`src/sv/aled_pkg.sv`:
```
`default_nettype none
// ----------------------------------------------------------------------------
// aled_pkg
// Shared types and constants of the addressable LED serial encoder.
// ----------------------------------------------------------------------------
package aled_pkg;

  // Input function codes.
  localparam logic [1:0] FUNC_TICK  = 2'd0;
  localparam logic [1:0] FUNC_BYTE  = 2'd1;
  localparam logic [1:0] FUNC_PIXEL = 2'd2;
  localparam logic [1:0] FUNC_LATCH = 2'd3;

  // Configuration register indexes.
  localparam logic [2:0] REG_ZERO_HIGH = 3'd0;
  localparam logic [2:0] REG_ZERO_LOW  = 3'd1;
  localparam logic [2:0] REG_ONE_HIGH  = 3'd2;
  localparam logic [2:0] REG_ONE_LOW   = 3'd3;
  localparam logic [2:0] REG_LATCH     = 3'd4;

  localparam logic [9:0]  DEF_ZERO_HIGH = 10'd35;
  localparam logic [9:0]  DEF_ZERO_LOW  = 10'd80;
  localparam logic [9:0]  DEF_ONE_HIGH  = 10'd70;
  localparam logic [9:0]  DEF_ONE_LOW   = 10'd60;
  localparam logic [15:0] DEF_LATCH     = 16'd5500;

  localparam int unsigned PADDR_W = 5;

  // Command queue between front and back.
  localparam int unsigned QDEPTH = 4;
  localparam int unsigned QPTR_W = 2;

  typedef enum logic [1:0] {
    CMD_TICK,
    CMD_LOAD,
    CMD_LATCH
  } cmd_kind_t;

  typedef struct packed {
    cmd_kind_t   kind;
    logic [23:0] bits;
    logic [4:0]  nbits;
  } cmd_t;

  typedef struct packed {
    logic [9:0]  zero_high;
    logic [9:0]  zero_low;
    logic [9:0]  one_high;
    logic [9:0]  one_low;
    logic [15:0] latch;
  } timing_t;

endpackage
`default_nettype wire

```
`src/sv/addressable_led_serial_encoder.sv`:
```
`default_nettype none
// ----------------------------------------------------------------------------
// addressable_led_serial_encoder
// One-wire addressable LED pulse encoder with APB timing registers.
// ----------------------------------------------------------------------------
// Each input transaction is one tick of the pulse timer, or a byte load, pixel
// load or latch command, and produces exactly one result transaction carrying
// the line state after it. The block sustains one transaction per clock cycle
// while the output is not stalled; a result passes through the front decode
// register, then the four-entry command queue, then the engine output register,
// which is written as the command leaves the queue, and the queue lets the input
// keep flowing while the output is stalled, until the queue is full.
// Pixels are sent green, red, blue, MSB first. Timing registers are 10 bits
// (bit high and low times) and 16 bits (latch time), at byte addresses 0 to 16;
// writing zero restores a register's default.
module addressable_led_serial_encoder import aled_pkg::*; #(
  parameter int unsigned TIMER_WIDTH = 16
) (
  input  wire logic               clk,
  input  wire logic               rst_n,
  input  wire logic               in_valid,
  output logic                    in_stall,
  input  wire logic [1:0]         in_func,
  input  wire logic [7:0]         in_data_byte,
  input  wire logic [7:0]         in_red,
  input  wire logic [7:0]         in_green,
  input  wire logic [7:0]         in_blue,
  output logic                    out_valid,
  input  wire logic               out_stall,
  output logic                    out_pin_level,
  output logic                    out_pin_drive,
  output logic                    out_accepted,
  output logic                    out_busy_res,
  output logic                    out_frame_done,
  input  wire logic               psel,
  input  wire logic               penable,
  input  wire logic               pwrite,
  input  wire logic [PADDR_W-1:0] paddr,
  input  wire logic [31:0]        pwdata,
  output logic      [31:0]        prdata,
  output logic                    pready
);

  timing_t timing;
  logic    push;
  cmd_t    push_cmd;
  logic    q_full;
  logic    pop;
  logic    q_not_empty;
  cmd_t    q_head;

  aled_cfg u_cfg (
    .clk     (clk),
    .rst_n   (rst_n),
    .psel    (psel),
    .penable (penable),
    .pwrite  (pwrite),
    .paddr   (paddr),
    .pwdata  (pwdata),
    .prdata  (prdata),
    .pready  (pready),
    .timing  (timing)
  );

  aled_front u_front (
    .clk          (clk),
    .rst_n        (rst_n),
    .in_valid     (in_valid),
    .in_stall     (in_stall),
    .in_func      (in_func),
    .in_data_byte (in_data_byte),
    .in_red       (in_red),
    .in_green     (in_green),
    .in_blue      (in_blue),
    .push         (push),
    .push_cmd     (push_cmd),
    .q_full       (q_full)
  );

  aled_queue u_queue (
    .clk       (clk),
    .rst_n     (rst_n),
    .push      (push),
    .push_cmd  (push_cmd),
    .full      (q_full),
    .pop       (pop),
    .not_empty (q_not_empty),
    .head      (q_head)
  );

  aled_engine #(
    .TIMER_WIDTH (TIMER_WIDTH)
  ) u_engine (
    .clk            (clk),
    .rst_n          (rst_n),
    .timing         (timing),
    .q_not_empty    (q_not_empty),
    .q_head         (q_head),
    .pop            (pop),
    .out_valid      (out_valid),
    .out_stall      (out_stall),
    .out_pin_level  (out_pin_level),
    .out_pin_drive  (out_pin_drive),
    .out_accepted   (out_accepted),
    .out_busy_res   (out_busy_res),
    .out_frame_done (out_frame_done)
  );

endmodule
`default_nettype wire

```
`src/sv/aled_cfg.sv`:
```
`default_nettype none
// ----------------------------------------------------------------------------
// aled_cfg
// APB register file holding the pulse timing. A zero write loads the default.
// ----------------------------------------------------------------------------
module aled_cfg import aled_pkg::*; (
  input  wire logic                 clk,
  input  wire logic                 rst_n,
  input  wire logic                 psel,
  input  wire logic                 penable,
  input  wire logic                 pwrite,
  input  wire logic [PADDR_W-1:0]   paddr,
  input  wire logic [31:0]          pwdata,
  output logic      [31:0]          prdata,
  output logic                      pready,
  output timing_t                   timing
);

  timing_t     timing_r;
  timing_t     timing_nxt;
  logic [2:0]  idx;
  logic        wr;

  assign idx    = paddr[PADDR_W-1:2];
  assign wr     = psel && penable && pwrite;
  assign pready = 1'b1;
  assign timing = timing_r;

  always_comb begin
    timing_nxt = timing_r;
    if (wr) begin
      unique case (idx)
        REG_ZERO_HIGH: timing_nxt.zero_high =
          (pwdata[9:0] == 10'd0) ? DEF_ZERO_HIGH : pwdata[9:0];
        REG_ZERO_LOW:  timing_nxt.zero_low =
          (pwdata[9:0] == 10'd0) ? DEF_ZERO_LOW : pwdata[9:0];
        REG_ONE_HIGH:  timing_nxt.one_high =
          (pwdata[9:0] == 10'd0) ? DEF_ONE_HIGH : pwdata[9:0];
        REG_ONE_LOW:   timing_nxt.one_low =
          (pwdata[9:0] == 10'd0) ? DEF_ONE_LOW : pwdata[9:0];
        REG_LATCH:     timing_nxt.latch =
          (pwdata[15:0] == 16'd0) ? DEF_LATCH : pwdata[15:0];
        default: ;
      endcase
    end
  end

  always_comb begin
    unique case (idx)
      REG_ZERO_HIGH: prdata = {22'd0, timing_r.zero_high};
      REG_ZERO_LOW:  prdata = {22'd0, timing_r.zero_low};
      REG_ONE_HIGH:  prdata = {22'd0, timing_r.one_high};
      REG_ONE_LOW:   prdata = {22'd0, timing_r.one_low};
      REG_LATCH:     prdata = {16'd0, timing_r.latch};
      default:       prdata = 32'd0;
    endcase
  end

  always_ff @(posedge clk) begin
    if (!rst_n) begin
      timing_r <= '{zero_high: DEF_ZERO_HIGH, zero_low: DEF_ZERO_LOW,
                    one_high: DEF_ONE_HIGH, one_low: DEF_ONE_LOW,
                    latch: DEF_LATCH};
    end else begin
      timing_r <= timing_nxt;
    end
  end

endmodule
`default_nettype wire

```
`src/sv/aled_front.sv`:
```
`default_nettype none
// ----------------------------------------------------------------------------
// aled_front
// Accepts input items, decodes the function and assembles the bit pattern.
// ----------------------------------------------------------------------------
module aled_front import aled_pkg::*; (
  input  wire logic       clk,
  input  wire logic       rst_n,
  input  wire logic       in_valid,
  output logic            in_stall,
  input  wire logic [1:0] in_func,
  input  wire logic [7:0] in_data_byte,
  input  wire logic [7:0] in_red,
  input  wire logic [7:0] in_green,
  input  wire logic [7:0] in_blue,
  output logic            push,
  output cmd_t            push_cmd,
  input  wire logic       q_full
);

  logic vld_r;
  logic vld_nxt;
  cmd_t cmd_r;
  cmd_t cmd_dec;
  logic take;

  assign in_stall = vld_r && q_full;
  assign take     = in_valid && !in_stall;
  assign push     = vld_r && !q_full;
  assign push_cmd = cmd_r;

  always_comb begin
    cmd_dec = '{kind: CMD_TICK, bits: 24'd0, nbits: 5'd0};
    unique case (in_func)
      FUNC_TICK:  cmd_dec.kind = CMD_TICK;
      FUNC_BYTE:  cmd_dec = '{kind: CMD_LOAD, bits: {in_data_byte, 16'd0}, nbits: 5'd8};
      FUNC_PIXEL: cmd_dec = '{kind: CMD_LOAD, bits: {in_green, in_red, in_blue},
                              nbits: 5'd24};
      FUNC_LATCH: cmd_dec.kind = CMD_LATCH;
      default: ;
    endcase
  end

  always_comb begin
    vld_nxt = vld_r;
    if (push) vld_nxt = 1'b0;
    if (take) vld_nxt = 1'b1;
  end

  always_ff @(posedge clk) begin
    if (!rst_n) begin
      vld_r <= 1'b0;
    end else begin
      vld_r <= vld_nxt;
    end
  end

  always_ff @(posedge clk) begin
    if (take) begin
      cmd_r <= cmd_dec;
    end
  end

endmodule
`default_nettype wire

```
`src/sv/aled_queue.sv`:
```
`default_nettype none
// ----------------------------------------------------------------------------
// aled_queue
// Short command queue between the front end and the pulse engine.
// ----------------------------------------------------------------------------
module aled_queue import aled_pkg::*; (
  input  wire logic clk,
  input  wire logic rst_n,
  input  wire logic push,
  input  cmd_t      push_cmd,
  output logic      full,
  input  wire logic pop,
  output logic      not_empty,
  output cmd_t      head
);

  cmd_t              slots_r [QDEPTH];
  logic [QPTR_W-1:0] wp_r;
  logic [QPTR_W-1:0] rp_r;
  logic [QPTR_W:0]   cnt_r;
  logic [QPTR_W:0]   cnt_nxt;

  assign full      = (cnt_r == (QPTR_W+1)'(QDEPTH));
  assign not_empty = (cnt_r != '0);
  assign head      = slots_r[rp_r];

  always_comb begin
    cnt_nxt = cnt_r;
    if (push && !pop) cnt_nxt = cnt_r + 1'b1;
    if (pop && !push) cnt_nxt = cnt_r - 1'b1;
  end

  always_ff @(posedge clk) begin
    if (!rst_n) begin
      wp_r  <= '0;
      rp_r  <= '0;
      cnt_r <= '0;
    end else begin
      if (push) wp_r <= wp_r + 1'b1;
      if (pop)  rp_r <= rp_r + 1'b1;
      cnt_r <= cnt_nxt;
    end
  end

  always_ff @(posedge clk) begin
    if (push) begin
      slots_r[wp_r] <= push_cmd;
    end
  end

endmodule
`default_nettype wire

```
`src/sv/aled_engine.sv`:
```
`default_nettype none
// ----------------------------------------------------------------------------
// aled_engine
// Pulse engine: runs the bit and latch timing, one command per cycle while the
// output is not stalled, and holds the result in an output register.
// ----------------------------------------------------------------------------
module aled_engine import aled_pkg::*; #(
  parameter int unsigned TIMER_WIDTH = 16
) (
  input  wire logic clk,
  input  wire logic rst_n,
  input  timing_t   timing,
  input  wire logic q_not_empty,
  input  cmd_t      q_head,
  output logic      pop,
  output logic      out_valid,
  input  wire logic out_stall,
  output logic      out_pin_level,
  output logic      out_pin_drive,
  output logic      out_accepted,
  output logic      out_busy_res,
  output logic      out_frame_done
);

  typedef enum logic [1:0] {
    PH_IDLE,
    PH_HIGH,
    PH_LOW,
    PH_LATCH
  } phase_t;

  localparam logic [32:0] TMAX = (33'd1 << TIMER_WIDTH) - 33'd1;

  function automatic logic [TIMER_WIDTH-1:0] tload(input logic [15:0] v);
    logic [TIMER_WIDTH-1:0] r;
    if ({17'd0, v} > TMAX) r = '1;
    else                   r = TIMER_WIDTH'(v);
    return r;
  endfunction

  phase_t                 ph_r, ph_nxt;
  logic [TIMER_WIDTH-1:0] tick_r, tick_nxt, tick_dec;
  logic [23:0]            sh_r, sh_nxt;
  logic [4:0]             left_r, left_nxt;
  logic                   cur_r, cur_nxt;
  logic                   drv_r, drv_nxt;
  logic                   lvl_r, lvl_nxt;
  logic                   acc_nxt, done_nxt;
  logic                   ov_r, ov_nxt;
  logic                   o_lvl_r, o_drv_r, o_acc_r, o_busy_r, o_done_r;

  assign pop = q_not_empty && (!ov_r || !out_stall);

  assign out_valid      = ov_r;
  assign out_pin_level  = o_lvl_r;
  assign out_pin_drive  = o_drv_r;
  assign out_accepted   = o_acc_r;
  assign out_busy_res   = o_busy_r;
  assign out_frame_done = o_done_r;

  assign tick_dec = (tick_r != '0) ? tick_r - 1'b1 : tick_r;

  always_comb begin
    ph_nxt   = ph_r;
    tick_nxt = tick_r;
    sh_nxt   = sh_r;
    left_nxt = left_r;
    cur_nxt  = cur_r;
    drv_nxt  = drv_r;
    lvl_nxt  = lvl_r;
    acc_nxt  = 1'b0;
    done_nxt = 1'b0;
    if (q_head.kind == CMD_TICK) begin
      if (ph_r != PH_IDLE) begin
        tick_nxt = tick_dec;
        if (tick_dec == '0) begin
          unique case (ph_r)
            PH_HIGH: begin
              ph_nxt   = PH_LOW;
              tick_nxt = tload(cur_r ? {6'd0, timing.one_low} : {6'd0, timing.zero_low});
              lvl_nxt  = 1'b0;
            end
            PH_LOW: begin
              left_nxt = left_r - 5'd1;
              sh_nxt   = {sh_r[22:0], 1'b0};
              lvl_nxt  = 1'b0;
              if (left_nxt != 5'd0) begin
                // Next bit starts on the same tick the previous low time ends.
                cur_nxt  = sh_nxt[23];
                ph_nxt   = PH_HIGH;
                tick_nxt = tload(sh_nxt[23] ? {6'd0, timing.one_high}
                                            : {6'd0, timing.zero_high});
                lvl_nxt  = 1'b1;
                drv_nxt  = 1'b1;
              end else begin
                ph_nxt = PH_IDLE;
              end
            end
            PH_LATCH: begin
              ph_nxt   = PH_IDLE;
              drv_nxt  = 1'b0;
              lvl_nxt  = 1'b0;
              done_nxt = 1'b1;
            end
            default: ;
          endcase
        end
      end
    end else if (ph_r == PH_IDLE) begin
      acc_nxt = 1'b1;
      if (q_head.kind == CMD_LOAD) begin
        sh_nxt   = q_head.bits;
        left_nxt = q_head.nbits;
        cur_nxt  = q_head.bits[23];
        ph_nxt   = PH_HIGH;
        tick_nxt = tload(q_head.bits[23] ? {6'd0, timing.one_high}
                                         : {6'd0, timing.zero_high});
        lvl_nxt  = 1'b1;
        drv_nxt  = 1'b1;
      end else begin
        ph_nxt   = PH_LATCH;
        tick_nxt = tload(timing.latch);
        lvl_nxt  = 1'b0;
        drv_nxt  = 1'b1;
      end
    end
  end

  always_comb begin
    ov_nxt = ov_r;
    if (ov_r && !out_stall) ov_nxt = 1'b0;
    if (pop) ov_nxt = 1'b1;
  end

  always_ff @(posedge clk) begin
    if (!rst_n) begin
      ph_r     <= PH_IDLE;
      tick_r   <= '0;
      sh_r     <= '0;
      left_r   <= '0;
      cur_r    <= 1'b0;
      drv_r    <= 1'b0;
      lvl_r    <= 1'b0;
      ov_r     <= 1'b0;
      o_lvl_r  <= 1'b0;
      o_drv_r  <= 1'b0;
      o_acc_r  <= 1'b0;
      o_busy_r <= 1'b0;
      o_done_r <= 1'b0;
    end else begin
      ov_r <= ov_nxt;
      if (pop) begin
        ph_r     <= ph_nxt;
        tick_r   <= tick_nxt;
        sh_r     <= sh_nxt;
        left_r   <= left_nxt;
        cur_r    <= cur_nxt;
        drv_r    <= drv_nxt;
        lvl_r    <= lvl_nxt;
        o_lvl_r  <= lvl_nxt;
        o_drv_r  <= drv_nxt;
        o_acc_r  <= acc_nxt;
        o_busy_r <= (ph_nxt != PH_IDLE);
        o_done_r <= done_nxt;
      end
    end
  end

endmodule
`default_nettype wire

```
`config.mk`:
```
export PLATFORM = sky130hd
export DESIGN_NAME = addressable_led_serial_encoder
export DESIGN_NICKNAME = d
export VERILOG_FILES = /design/src/sv/aled_pkg.sv /design/src/sv/addressable_led_serial_encoder.sv /design/src/sv/aled_cfg.sv /design/src/sv/aled_front.sv /design/src/sv/aled_queue.sv /design/src/sv/aled_engine.sv
export SDC_FILE = /design/constraint.sdc
export NUM_CORES = 1
export LEC_CHECK = 0
export BUFFER_PORTS_ARGS = -buffer_cell sky130_fd_sc_hd__clkbuf_2
export CAP_MARGIN = 20
export CORE_MARGIN = 2
export CORE_UTILIZATION = 54
export DETAILED_ROUTE_END_ITERATION = 12
export GPL_TIMING_DRIVEN = 0
export PLACE_DENSITY = 0.78
export SYNTH_ARGS = -nofsm -noshare
export SYNTH_HDL_FRONTEND = slang
export SYNTH_SLANG_ARGS = --single-unit
```
`constraint.sdc`:
```
create_clock -name clk -period 3.45 [get_ports clk]
set_input_delay 0.69 -clock clk [delete_from_list [all_inputs] [get_ports clk]]
set_output_delay 0.69 -clock clk [all_outputs]
set_load 0.01 [all_outputs]
```
# Word level (Yosys, flattened, before mapping)
# Memories as Yosys holds them, arrays and structs flattened. A register that Yosys moved wholly into a read port is not among the register bits.
# Index checks and enable logic that the tools add are counted.
[word_totals]
ff_bits = 148
ram_bits = 124
inputBits = 78
word_cells = 168
memories = 1
[classes]
add_sub_neg = 6
n_eq_ne = 19
n_mux = 74
reduce_logical = 45
[memory_table]
columns = ["name", "words", "word_bits", "read_ports", "rd_clocked_by_memory_dff", "wr", "line", "rtl"]
rows = [
  ["u_queue.slots_r", 4, 31, 1, 1, 1, "aled_queue.sv:17", "cmd_t slots_r [QDEPTH];"],
]
[op_table]
columns = ["cell", "count"]
rows = [
  ["two-way mux 23 bit", 6],
  ["two-way mux 16 bit", 8],
  ["one-hot mux 16 bit (5 select lines)", 1],
  ["two-way mux 10 bit", 7],
  ["one-hot mux 29 bit (2 select lines)", 1],
  ["logical NOT 16 bit", 2],
  ["one-hot mux 16 bit (2 select lines)", 1],
  ["two-way mux 1 bit", 31],
  ["two-way mux 5 bit", 6],
  ["nonzero test 16 bit", 1],
  ["subtractor 16 x 1 -> 16 bit (second input constant)", 1],
  ["two-way mux 2 bit", 7],
  ["nonzero test 2 bit", 7],
  ["one-hot mux 2 bit (3 select lines)", 2],
  ["AND reduction 6 bit", 2],
  ["logical NOT 10 bit", 1],
  ["AND reduction 2 bit", 5],
  ["logical AND 1 bit", 9],
  ["!= test 3 bit (second input constant)", 3],
  ["== test 2 bit (second input constant)", 4],
  ["!= test 2 bit (second input constant)", 4],
  ["AND reduction 7 bit", 1],
  ["== test 2 x 1 -> 1 bit (second input constant)", 3],
  ["== test 3 x 2 -> 1 bit (second input constant)", 2],
  ["other kinds (17)", 29],
]

# Logic depth before layout (Yosys ltp)
# Gate-level depths: netlist (run 1).
[depth]
ltp_word = 8
mapped_depth = 13
depth_no_buf = 10

# By module
# A second synthesis (run 1) with hierarchy kept.
[unflattened]
cells_unflattened = 1218
hier_area_um2 = 13143.9
[by_module_without_submodules]
columns = ["mod", "instances", "cells_each", "area_each_um2"]
rows = [
  ["aled_queue", 1, 203, 4917.2],
  ["aled_engine", 1, 575, 4147.7],
  ["aled_cfg", 1, 360, 2889.0],
  ["aled_front", 1, 80, 1189.9],
]

# Worst setup path after synthesis (run 1)
# OpenSTA, ideal clock, no wires.
[synth_timing]
path_type = "flip-flop to flip-flop"
start = "register (tool-made name)"
end = "register u_engine.left_r[2]"
setup_time_ns = 0.132
arrival_time_ns = 3.245
required_ns = 3.318
setup_slack_ns = 0.073
stages_incl_launch_ff = 14
path_buffers = 5
period_less_slack_ns = 3.377
path_cell_list = "dfxtp_1 clkbuf_1 mux2i_1 mux2_2 nand2_1 clkbuf_1 clkbuf_1 ha_1 nor4_1 clkbuf_1 clkbuf_1 nand2_1 o211ai_1 a21oi_1"
[synth_lines]
columns = ["element", "line", "rtl"]
rows = [
  ["to (signal assigned)", "aled_engine.sv:156", "left_r <= left_nxt;"],
  ["to (decl)", "aled_engine.sv:44", "logic [4:0] left_r, left_nxt;"],
]

# Final worst setup path (run 1)
[layout_timing]
start = "input paddr[3]"
end = "output prdata[5]"
[layout_between]
elab_chain_cells = 2
[layout_lines]
columns = ["element", "line", "rtl"]
rows = [
  ["from (decl)", "addressable_led_serial_encoder.sv:38", "input wire logic [PADDR_W-1:0] paddr,"],
  ["== test 3 bit, or another cell as far along", "aled_cfg.sv:49", "unique case (idx)"],
  ["one-hot mux 16 bit (5 select lines) (*)", "aled_cfg.sv:49", ""],
  ["to (decl)", "addressable_led_serial_encoder.sv:40", "output logic [31:0] prdata,"],
]
# Mark *: on every way between the ends. The rest lies on a longest branch, timed or not.

==> flow_summary_export.csv, run 1 <==
group,metric,value,unit
timing,worstMarginPinSlew,1.18,ns
cells_and_area,antenna_cells,0,
timing,slew_headroom,21.3,%
synth,async_flop_share,0,%
global_route,grt_overflow_total,0,
worst_setup_path,rrSetupSlack,0.17,ns
timing,setup_violations,0,
synth,synth_top_cell_by_area,"edfxtp_1",
timing,maxSlewViolCount,0,
global_route,globalRouteMet2Util,43.4,%
min_path,whs_endpoint,"u_cfg.timing[10]$_SDFFE_PN1P_",
global_route,use_met1,34.7,%
pwr,power,10.1,mW
global_route,grt_usage,25.8,%
flow_run,maxCapViolCount,0,
worst_setup_path,cp_max_fo,10,
timing,fin_crit_sh,95.9,%
pwr,pwr-share-clk,29.0,%
drt,num_vias,9314,
cells_and_area,fin_nets,1336,
synth,netlist.area_leader.share,33.7,%
pwr,netSwitchingPower,3.53,mW
synth,ys_seq_elements,254,
clock_network,cts_tree,"done",
place,port_buffers,79,
pwr,peakVddDrop,0.452,mV
pwr,power_density,718,mW/mm^2
floorplan,dieArea,0.0235,sq mm
place,hpwl,21400,microns
drt,drt-total-wl,30900,microns
status,status,"finished, final reports clean",
place,place_congestion,0.944,
global_route,antenna_found_initial,0,
drt,drt-vias-per-instance,6.06,
worst_setup_path,ff2ff_path_depth,13,
timing,worst_clock_skew,0.0124,ns
worst_setup_path,crit_required,2.76,ns
synth,synth_warnings,0,
synth,yosysSeqAreaShare,53.5,%
synth,netlist-cell-type-count,73,
pwr,seqPwrFrac,36.9,%
global_route,grt_pass1_vias,8972,
timing,fmax,0.302,GHz
cells_and_area,drive_above_1_share,19.2,%
pwr,power_leakage,5.16,nW
floorplan,die_w,153,microns
clock_network,clk_pin_slew,0.06,ns
cells_and_area,fillers,1697,
clock_network,cts-root-buf,"clkbuf_16",
global_route,grt_first_pass_wirelength,48400,microns
min_path,holdPathStages,3,
synth,synth_cells,1097,
pwr,p_sw_share,35.0,%
timing,min_period,3.31,ns
worst_setup_path,startpoint_type,"input port",
drt,drt_iter0_drc,858,
pwr,p_int,6.56,mW
global_route,grt_max_degree,28,
worst_setup_path,critical_path_arrival,2.62,ns
synth,synth_area_leaders,"edfxtp_1 (34%), dfxtp_1 (20%), mux2i_1 (6.4%)",
drt,ant_nets,0,
floorplan,rows,54,
cells_and_area,instances_no_fill,1536,
drt,firstDrtPassIters,5,
timing,finalHoldViolCount,0,
worst_setup_path,r2r-start,"u_engine.tick_r[0]$_SDFFE_PN0P_",
floorplan,ios,118,
clock_network,clk-insertion-delay-late,0.55,ns
clock_network,postCtsHoldBufs,0,
place,place_inst,1477,
synth,ys.flop_type,"edfxtp_1",
drt,drc,0,
clock_network,htree_levels,1,
min_path,hold_start,"pwdata[10]",
drt,wire_per_inst,20.1,microns
global_route,grtUsageMet3,3.26,%
worst_setup_path,endpoint_kind,"output port",
worst_setup_path,r2r-end,"u_engine.sh_r[17]$_SDFFE_PN0P_",
floorplan,fp.coreArea,0.0218,sq mm
worst_setup_path,crit_type,"in2out",
floorplan,die_h,153,microns
synth,syn_area,0.0120,sq mm
clock_network,cts.sinks,254,
global_route,grt.busiest_layer,"met2",
cells_and_area,syn_to_final_growth,16.8,%
synth,synth_edf_count,135,
floorplan,start_util,55.1,%
pwr,p_comb_share,34.0,%
min_path,hold_path.class,"in2reg",
clock_network,cts.path.max_buffers,3,
clock_network,cts-buffers-inserted,27,
synth,syn_area_per_cell,11.0,sq um
## cell usage in the layout (no fill, tap or decap), types with 16 or more instances in the layout
cell type	synthesis	routed
clkbuf_2	0	80
conb_1	2	17
o22ai_1	23	23
dfxtp_1	119	119
clkbuf_1	55	48
nand3_1	18	18
a211oi_1	25	25
buf_4	21	32
nor3_1	20	18
o211ai_1	16	16
a21oi_1	95	95
o21ai_0	35	35
edfxtp_1	135	135
and2_1	30	29
mux2i_1	77	77
nand2_1	123	122
nor2_1	69	68
clkbuf_16	0	27
inv_1	21	20
mux4_2	25	25
ha_1	22	21
## how the worst max path moves through the flow
stage | startpoint | endpoint | slack (ns)
after global placement | flip-flop | u_engine.tick_r[1]$_SDFFE_PN0P_ | -1.20
after detailed placement | flip-flop | u_engine.tick_r[1]$_SDFFE_PN0P_ | -1.24
final | paddr[3] | prdata[5] | 0.14
after CTS | u_engine.tick_r[0]$_SDFFE_PN0P_ | u_engine.sh_r[14]$_SDFFE_PN0P_ | 0.01
after floorplan | flip-flop | u_engine.left_r[2]$_SDFFE_PN0P_ | 0.07
after global routing | u_engine.tick_r[0]$_SDFFE_PN0P_ | u_engine.sh_r[14]$_SDFFE_PN0P_ | -0.01
## Yosys cell counts (all sizes together) (23+ instances only)
library cell / count
buf: 33
o22ai: 23
dfxtp: 119
mux4: 25
mux2i: 77
clkbuf: 55
nand2: 123
a211oi: 25
a21oi: 95
and2: 30
edfxtp: 135
nor2: 69
o21ai: 38
## layer usage
metal / wire length, microns / vias up
met2: 15200 / 345
met5: 0 / -
met3: 2010 / 71
li1: - / 4351
met4: 980 / 0
met1: 12700 / 4547
## logic make-up (layout without fill, tap and decap cells)
logic type	after synthesis	after routing	share of synthesized area, %
other	2	17	0.0624
buffers and inverters	110	254	4.18
xor gates and xnor gates	8	8	0.583
AOI/OAI and AO/OA	251	251	13.1
DFF	254	254	53.5
adders and majority gates	23	23	2.45
and+or+nand+nor	332	332	13.6
muxes	117	117	12.5
## critical path: stages
cell and delay [ns]:
clkbuf_1 0.29, buf_1 0.67, buf_2 0.45, mux2i_1 0.25, o22ai_1 0.11, clkbuf_2 0.16
## power by group through the flow
stage | logic (mW) | registers [mW] | clock network [mW]
6_report | 3.43 | 3.72 | 2.93
5_1_grt | 3.70 | 3.75 | 3.08
4_1_cts | 3.23 | 3.71 | 2.97
3_5_place_dp | 3.13 | 3.76 | 0
3_3_place_gp | 3.09 | 3.75 | 0
2_1_floorplan | 2.31 | 3.70 | 0
## metrics by stage
step	worst slack [ns]	TNS [ns]	hold slack [ns]	util [%]	instance area [sq um]
2_1_floorplan	0.0727	0	0.434	-	12100
3_3_place_gp	-1.20	-38.83	0.450	58.8	12800
3_5_place_dp	-1.24	-39.86	0.460	59.4	13000
4_1_cts	0.0110	0	0.363	63.8	13900
5_1_grt	-0.0142	-0.0497	0.400	64.4	14100
6_report	0.141	0	0.375	64.4	14100
## state kept, by name, indices dropped and copies added, names as in the netlist, 2 cells and up, named ones only
signal and count:
u_queue.slots_r 108, u_queue.cnt_r 3, u_engine.left_r 5, u_engine.ph_r 2
u_queue.rp_r 2, u_engine.tick_r 16, u_front.push_cmd 27, u_queue.wp_r 2
u_cfg.timing 56, u_engine.sh_r 23
## repair_timing
action / CTS / global route
buffers inserted: 2 / 7
setup endpoints to repair: 61 / 48
resized for setup: 21 / 24
pin swaps: 3 / 5
## area by class of cell
cell class,count,area [sq um],share of cell area [%]
Multi-Input combinational cell,748,5260,37.4
Buffer,87,449,3.20
Timing Repair Buffer,95,582,4.14
Clock inverter,22,215,1.53
Sequential cell,254,6440,45.8
Inverter,22,82.6,0.588
Tap cell,280,350,2.49
Clock buffer,28,679,4.83
(Power assumes the default switching activity.)
==> run 2, diff against run 1 <==
--- a/config.mk
+++ b/config.mk
@@ -11,7 +11,7 @@
 export CORE_UTILIZATION = 54
 export DETAILED_ROUTE_END_ITERATION = 12
 export GPL_TIMING_DRIVEN = 0
-export PLACE_DENSITY = 0.78
+export PLACE_DENSITY = 0.83
 export SYNTH_ARGS = -nofsm -noshare
 export SYNTH_HDL_FRONTEND = slang
 export SYNTH_SLANG_ARGS = --single-unit
==> flow_summary_export.csv, run 2 (synthesis gave the netlist of run 1 again) <==
group,metric,value,unit
global_route,globalRouteMet2Util,42.7,%
cells_and_area,largest_reg_flops,108,
worst_setup_path,endpoint_kind,"flip-flop",
cells_and_area,final_cell_mix,"edfxtp_1 (135), nand2_1 (123), dfxtp_1 (119)",
drt,ant_nets,0,
worst_setup_path,max_stage_delay,0.53,ns
global_route,grt.busiest_layer,"met2",
timing,worst_clock_skew,0.0119,ns
drt,drt-total-wl,30800,microns
pwr,peakVddDrop,0.569,mV
global_route,antenna_found_initial,0,
clock_network,cts-buffers-inserted,27,
timing,slew_headroom,28.4,%
min_path,hold_path.class,"in2reg",
status,status,"finished, final reports clean",
place,place_congestion,0.976,
drt,wire_per_inst,20.0,microns
global_route,grt_pass1_vias,9349,
global_route,grt_max_degree,21,
drt,drt-vias-per-instance,6.18,
timing,setup_violations,0,
clock_network,cts.sinks,254,
floorplan,rows,54,
timing,worstMarginPinSlew,1.04,ns
timing,min_period,3.36,ns
clock_network,htree_levels,1,
timing,finalWorstSetupSlack,0.0929,ns
global_route,grt_first_pass_wirelength,48300,microns
global_route,grt_usage,25.5,%
place,place_inst,1478,
floorplan,ios,118,
place,pre_cts_ws,-1.07,ns
min_path,whs_endpoint,"u_front.vld_r$_SDFFE_PN0P_",
clock_network,cts.path.max_buffers,3,
drt,drt_iter0_drc,905,
timing,finalHoldViolCount,0,
timing,fmax,0.298,GHz
worst_setup_path,cp_max_fo,11,
clock_network,clk-insertion-delay-late,0.54,ns
cells_and_area,top_register,"u_queue.slots_r",
global_route,use_met1,33.1,%
clock_network,postCtsHoldBufs,0,
worst_setup_path,crit_type,"reg2reg",
drt,num_vias,9508,
worst_setup_path,slowest_stage,"clkbuf_1",
floorplan,die_w,153,microns
clock_network,cts_tree,"done",
clock_network,cts-root-buf,"clkbuf_16",
worst_setup_path,startpoint_type,"flip-flop",
timing,hold_ws,0.384,ns
cells_and_area,fin_nets,1340,
pwr,power_leakage,5.22,nW
worst_setup_path,cp_cell_sequence,"clkbuf_4 > mux2i_1 > mux2_2 > nand2_1 > buf_2 > clkbuf_4 > ha_1 > nand2_1 > clkbuf_1 > o21ai_0 > a21oi_1 > nor2_1",
floorplan,dieArea,0.0235,sq mm
min_path,hold_start,"in_valid",
min_path,holdPathStages,3,
cells_and_area,drive_above_1_share,19.6,%
floorplan,fp.coreArea,0.0218,sq mm
cells_and_area,antenna_cells,0,
place,port_buffers,79,
cells_and_area,instances_no_fill,1539,
global_route,grtUsageMet3,4.71,%
timing,fin_crit_sh,97.3,%
global_route,grt_overflow_total,0,
floorplan,die_h,153,microns
worst_setup_path,crit_required,3.85,ns
flow_run,maxCapViolCount,0,
worst_setup_path,r2r-end,"u_engine.tick_r[10]$_SDFFE_PN0P_",
drt,drc,0,
clock_network,clk_pin_slew,0.06,ns
worst_setup_path,ff2ff_path_depth,12,
worst_setup_path,rrSetupSlack,0.09,ns
floorplan,start_util,55.1,%
place,hpwl,21300,microns
cells_and_area,syn_to_final_growth,17.8,%
timing,maxSlewViolCount,0,
pwr,power_density,737,mW/mm^2
drt,firstDrtPassIters,5,
worst_setup_path,critical_path_arrival,3.76,ns
cells_and_area,layout.cells.most_common,"edfxtp_1",
[run 2: changes by cell type in the layout (fill, tap and decap cells not counted), moves of 2 or more]
cell,delta
inv_6,+2
clkinv_4,+2
clkinv_2,-3
clkbuf_2,+2
inv_8,-2
clkinv_1,-5
bufinv_16,+4
[run 2: timing repair]
item,4_1_cts,5_1_grt
gates resized for setup,18,20
pin swaps,4,4
buffers inserted,6,5
endpoints found under the setup margin,61,41
[run 2: final cells by class]
| class | instances | area, sq um |
|---|---|---|
| inverters | 22 | 82.6 |
| fillers | 1611 | 7650 |
| well taps | 280 | 350 |
| flip-flops and latches | 254 | 6440 |
| plain buffers | 87 | 444 |
| clock inverters | 20 | 313 |
| multi-input cells | 748 | 5250 |
| repair buffers | 99 | 616 |
| clock buffers | 29 | 684 |
[run 2: routing by layer]
layer | share of wire (%) | vias up
met5 | 0 | -
met4 | 3.4 | 0
met3 | 8.9 | 93
met2 | 48 | 496
met1 | 39 | 4568
li1 | - | 4351
[run 2: power breakdown]
| part | leakage (nW) | switching [mW] | internal, mW |
|---|---|---|---|
| Clock | 0.483 | 1.24 | 1.98 |
| Sequential | 2.23 | 0.235 | 3.49 |
| Combinational | 2.50 | 2.08 | 1.42 |
[run 2: stage by stage]
step	instance area (sq um)	total power, mW	TNS (ns)	utilization, %
floorplan	12100	6.01	0	-
global placement	12800	6.81	-34.75	58.8
detailed placement	13000	6.89	-38.30	59.4
CTS	14100	10.2	0	64.4
global route	14200	10.9	-0.148	64.9
finish	14200	10.4	0	64.9
[run 2: worst max path at each step]
stage | from | end | cells past startpoint
final | flip-flop | u_engine.tick_r[10]$_SDFFE_PN0P_ | 12
after global placement | flip-flop | u_engine.tick_r[1]$_SDFFE_PN0P_ | 11
after global routing | flip-flop | u_engine.sh_r[11]$_SDFFE_PN0P_ | 12
after floorplan | flip-flop | u_engine.left_r[2]$_SDFFE_PN0P_ | 13
after CTS | flip-flop | u_engine.tick_r[1]$_SDFFE_PN0P_ | 11
after detailed placement | flip-flop | u_engine.tick_r[1]$_SDFFE_PN0P_ | 12
[run 2: worst max-delay path: cells and delay by family, from the launching register on]
kind                       cells  cell delay, ns
adders and majority gates      1            0.28
buffers and inverters          4            1.42
DFF                            1            0.35
muxes                          2            0.47
AOI/OAI and AO/OA              2            0.34
and+or+nand+nor                3            0.34
==> run 3, diff against run 2 <==
--- a/config.mk
+++ b/config.mk
@@ -11,6 +11,7 @@
 export CORE_UTILIZATION = 54
 export DETAILED_ROUTE_END_ITERATION = 12
 export GPL_TIMING_DRIVEN = 0
+export MAX_ROUTING_LAYER = met4
 export PLACE_DENSITY = 0.83
 export SYNTH_ARGS = -nofsm -noshare
 export SYNTH_HDL_FRONTEND = slang
==> flow_summary_export.csv, run 3 (synthesis gave the netlist of run 1 again) <==
group,metric,value,unit
status,status,"finished, final reports clean",
worst_setup_path,critPathBufInv,2,
clock_network,cts.sinks,254,
clock_network,cts-buffers-inserted,27,
cells_and_area,final_cell_mix,"edfxtp_1 (135), nand2_1 (123), dfxtp_1 (117)",
floorplan,die_w,153,microns
drt,firstDrtPassIters,6,
global_route,grt_max_degree,22,
drt,drt-total-wl,31300,microns
cells_and_area,fillers,1619,
worst_setup_path,cp_max_fo,10,
floorplan,dieArea,0.0235,sq mm
global_route,grt_first_pass_wirelength,48800,microns
global_route,grt_pass1_vias,9216,
floorplan,start_util,55.1,%
cells_and_area,top_register,"u_queue.slots_r",
drt,drc,0,
worst_setup_path,cp_cell_sequence,"clkbuf_1 > nor4b_1 > nand2_1 > a211o_1 > a311oi_2 > nand4bb_1 > buf_4 > o31ai_1 > a21oi_1 > a311oi_1",
place,place_congestion,0.953,
worst_setup_path,endpoint_kind,"flip-flop",
clock_network,postCtsHoldBufs,0,
place,pre_cts_ws,-1.18,ns
worst_setup_path,crit_required,3.90,ns
cells_and_area,layout.cells.most_common,"edfxtp_1",
timing,fmax,0.295,GHz
place,hpwl,21900,microns
timing,finalWorstSetupSlack,0.0605,ns
timing,min_period,3.39,ns
timing,hold_ws,0.368,ns
timing,rsz0062_at_grt,"yes",
cells_and_area,syn_to_final_growth,17.0,%
clock_network,cts_tree,"done",
drt,ant_nets,0,
clock_network,clk_pin_slew,0.06,ns
floorplan,rows,54,
timing,worstMarginPinSlew,1.02,ns
worst_setup_path,slowest_stage,"nor4b_1",
pwr,power_leakage,5.16,nW
clock_network,clk-insertion-delay-late,0.55,ns
worst_setup_path,crit_type,"reg2reg",
drt,num_vias,9454,
cells_and_area,fin_nets,1338,
worst_setup_path,cp_top_family,"compound AO/OA/AOI/OAI gates",
clock_network,cts-root-buf,"clkbuf_16",
cells_and_area,antenna_cells,0,
min_path,hold_path.class,"in2reg",
drt,drt-vias-per-instance,6.15,
floorplan,ios,118,
global_route,grt_overflow_total,0,
worst_setup_path,startpoint_type,"flip-flop",
flow_run,maxCapViolCount,0,
timing,slew_headroom,30.0,%
global_route,grt_usage,26.8,%
place,port_buffers,79,
clock_network,htree_levels,1,
pwr,power_density,722,mW/mm^2
drt,wire_per_inst,20.4,microns
drt,drt_iter0_drc,879,
timing,finalHoldViolCount,0,
timing,maxSlewViolCount,0,
clock_network,cts.path.max_buffers,3,
floorplan,fp.coreArea,0.0218,sq mm
timing,worst_clock_skew,0.0139,ns
cells_and_area,utilization,64.5,%
timing,setup_violations,0,
timing,fin_crit_sh,98.2,%
cells_and_area,largest_reg_flops,108,
worst_setup_path,critical_path_arrival,3.84,ns
floorplan,die_h,153,microns
global_route,antenna_found_initial,0,
worst_setup_path,max_stage_delay,0.62,ns
pwr,peakVddDrop,0.538,mV
cells_and_area,drive_above_1_share,19.4,%
==> run 3: final cells by class <==
class | count | area, sq um | area share (%)
plain buffers | 87 | 457 | 3.25
clock buffers | 33 | 718 | 5.10
clock inverters | 16 | 183 | 1.30
inverters | 22 | 82.6 | 0.587
multi-input cells | 748 | 5240 | 37.2
flip-flops and latches | 254 | 6440 | 45.8
well taps | 280 | 350 | 2.49
repair buffers | 97 | 601 | 4.27
==> run 3: layer usage <==
layer	wire, microns	vias to the layer above	GRT usage, %
met1	12500	4538	33.7
met4	1210	0	10.7
met3	2390	98	3.91
met2	15300	464	44.0
li1	-	4354	-
met5	0	-	-
==> run 3: repair_timing <==
item / in CTS / in global routing
cloned: 0 / 0
pin swaps: 3 / 4
buffers inserted: 5 / 4
gates resized for setup: 23 / 25
setup endpoints to repair: 61 / 38
hold endpoints to repair: 0 / 0
==> run 3: where the power goes <==
part	switching (mW)	internal, mW	total, mW
logic	2.10	1.41	3.50
clock network	1.21	1.72	2.92
registers	0.233	3.50	3.73
total	3.54	6.62	10.2
==> run 3: worst paths after layout <==
kind / startpoint / end / slack (ns) / cells after the start
min: in_valid / u_front.vld_r$_SDFFE_PN0P_ / 0.37 / 3
min reg2reg: u_cfg.timing[23]$_SDFFE_PN0P_ / u_cfg.timing[23]$_SDFFE_PN0P_ / 0.47 / 2
max: u_engine.tick_r[2]$_SDFFE_PN0P_ / u_engine.cur_r$_SDFFE_PN0P_ / 0.06 / 10
max reg2reg: u_engine.tick_r[2]$_SDFFE_PN0P_ / u_engine.cur_r$_SDFFE_PN0P_ / 0.06 / 10
==> run 3: tightest hold or removal path: cells and delay by family <==
family,cells,cell delay [ns]
buf+inv,1,0.09
simple gates,2,0.10
==> run 3: stage by stage <==
step | instance area, sq um | power, mW | setup TNS [ns] | cells
2_1_floorplan | 12100 | 6.01 | 0 | 1112
6_report | 14100 | 10.2 | 0 | 1537
5_1_grt | 14100 | 10.6 | -0.167 | 1537
3_3_place_gp | 12800 | 6.83 | -36.24 | 1471
3_5_place_dp | 13000 | 6.91 | -39.41 | 1478
4_1_cts | 14000 | 9.95 | 0 | 1531
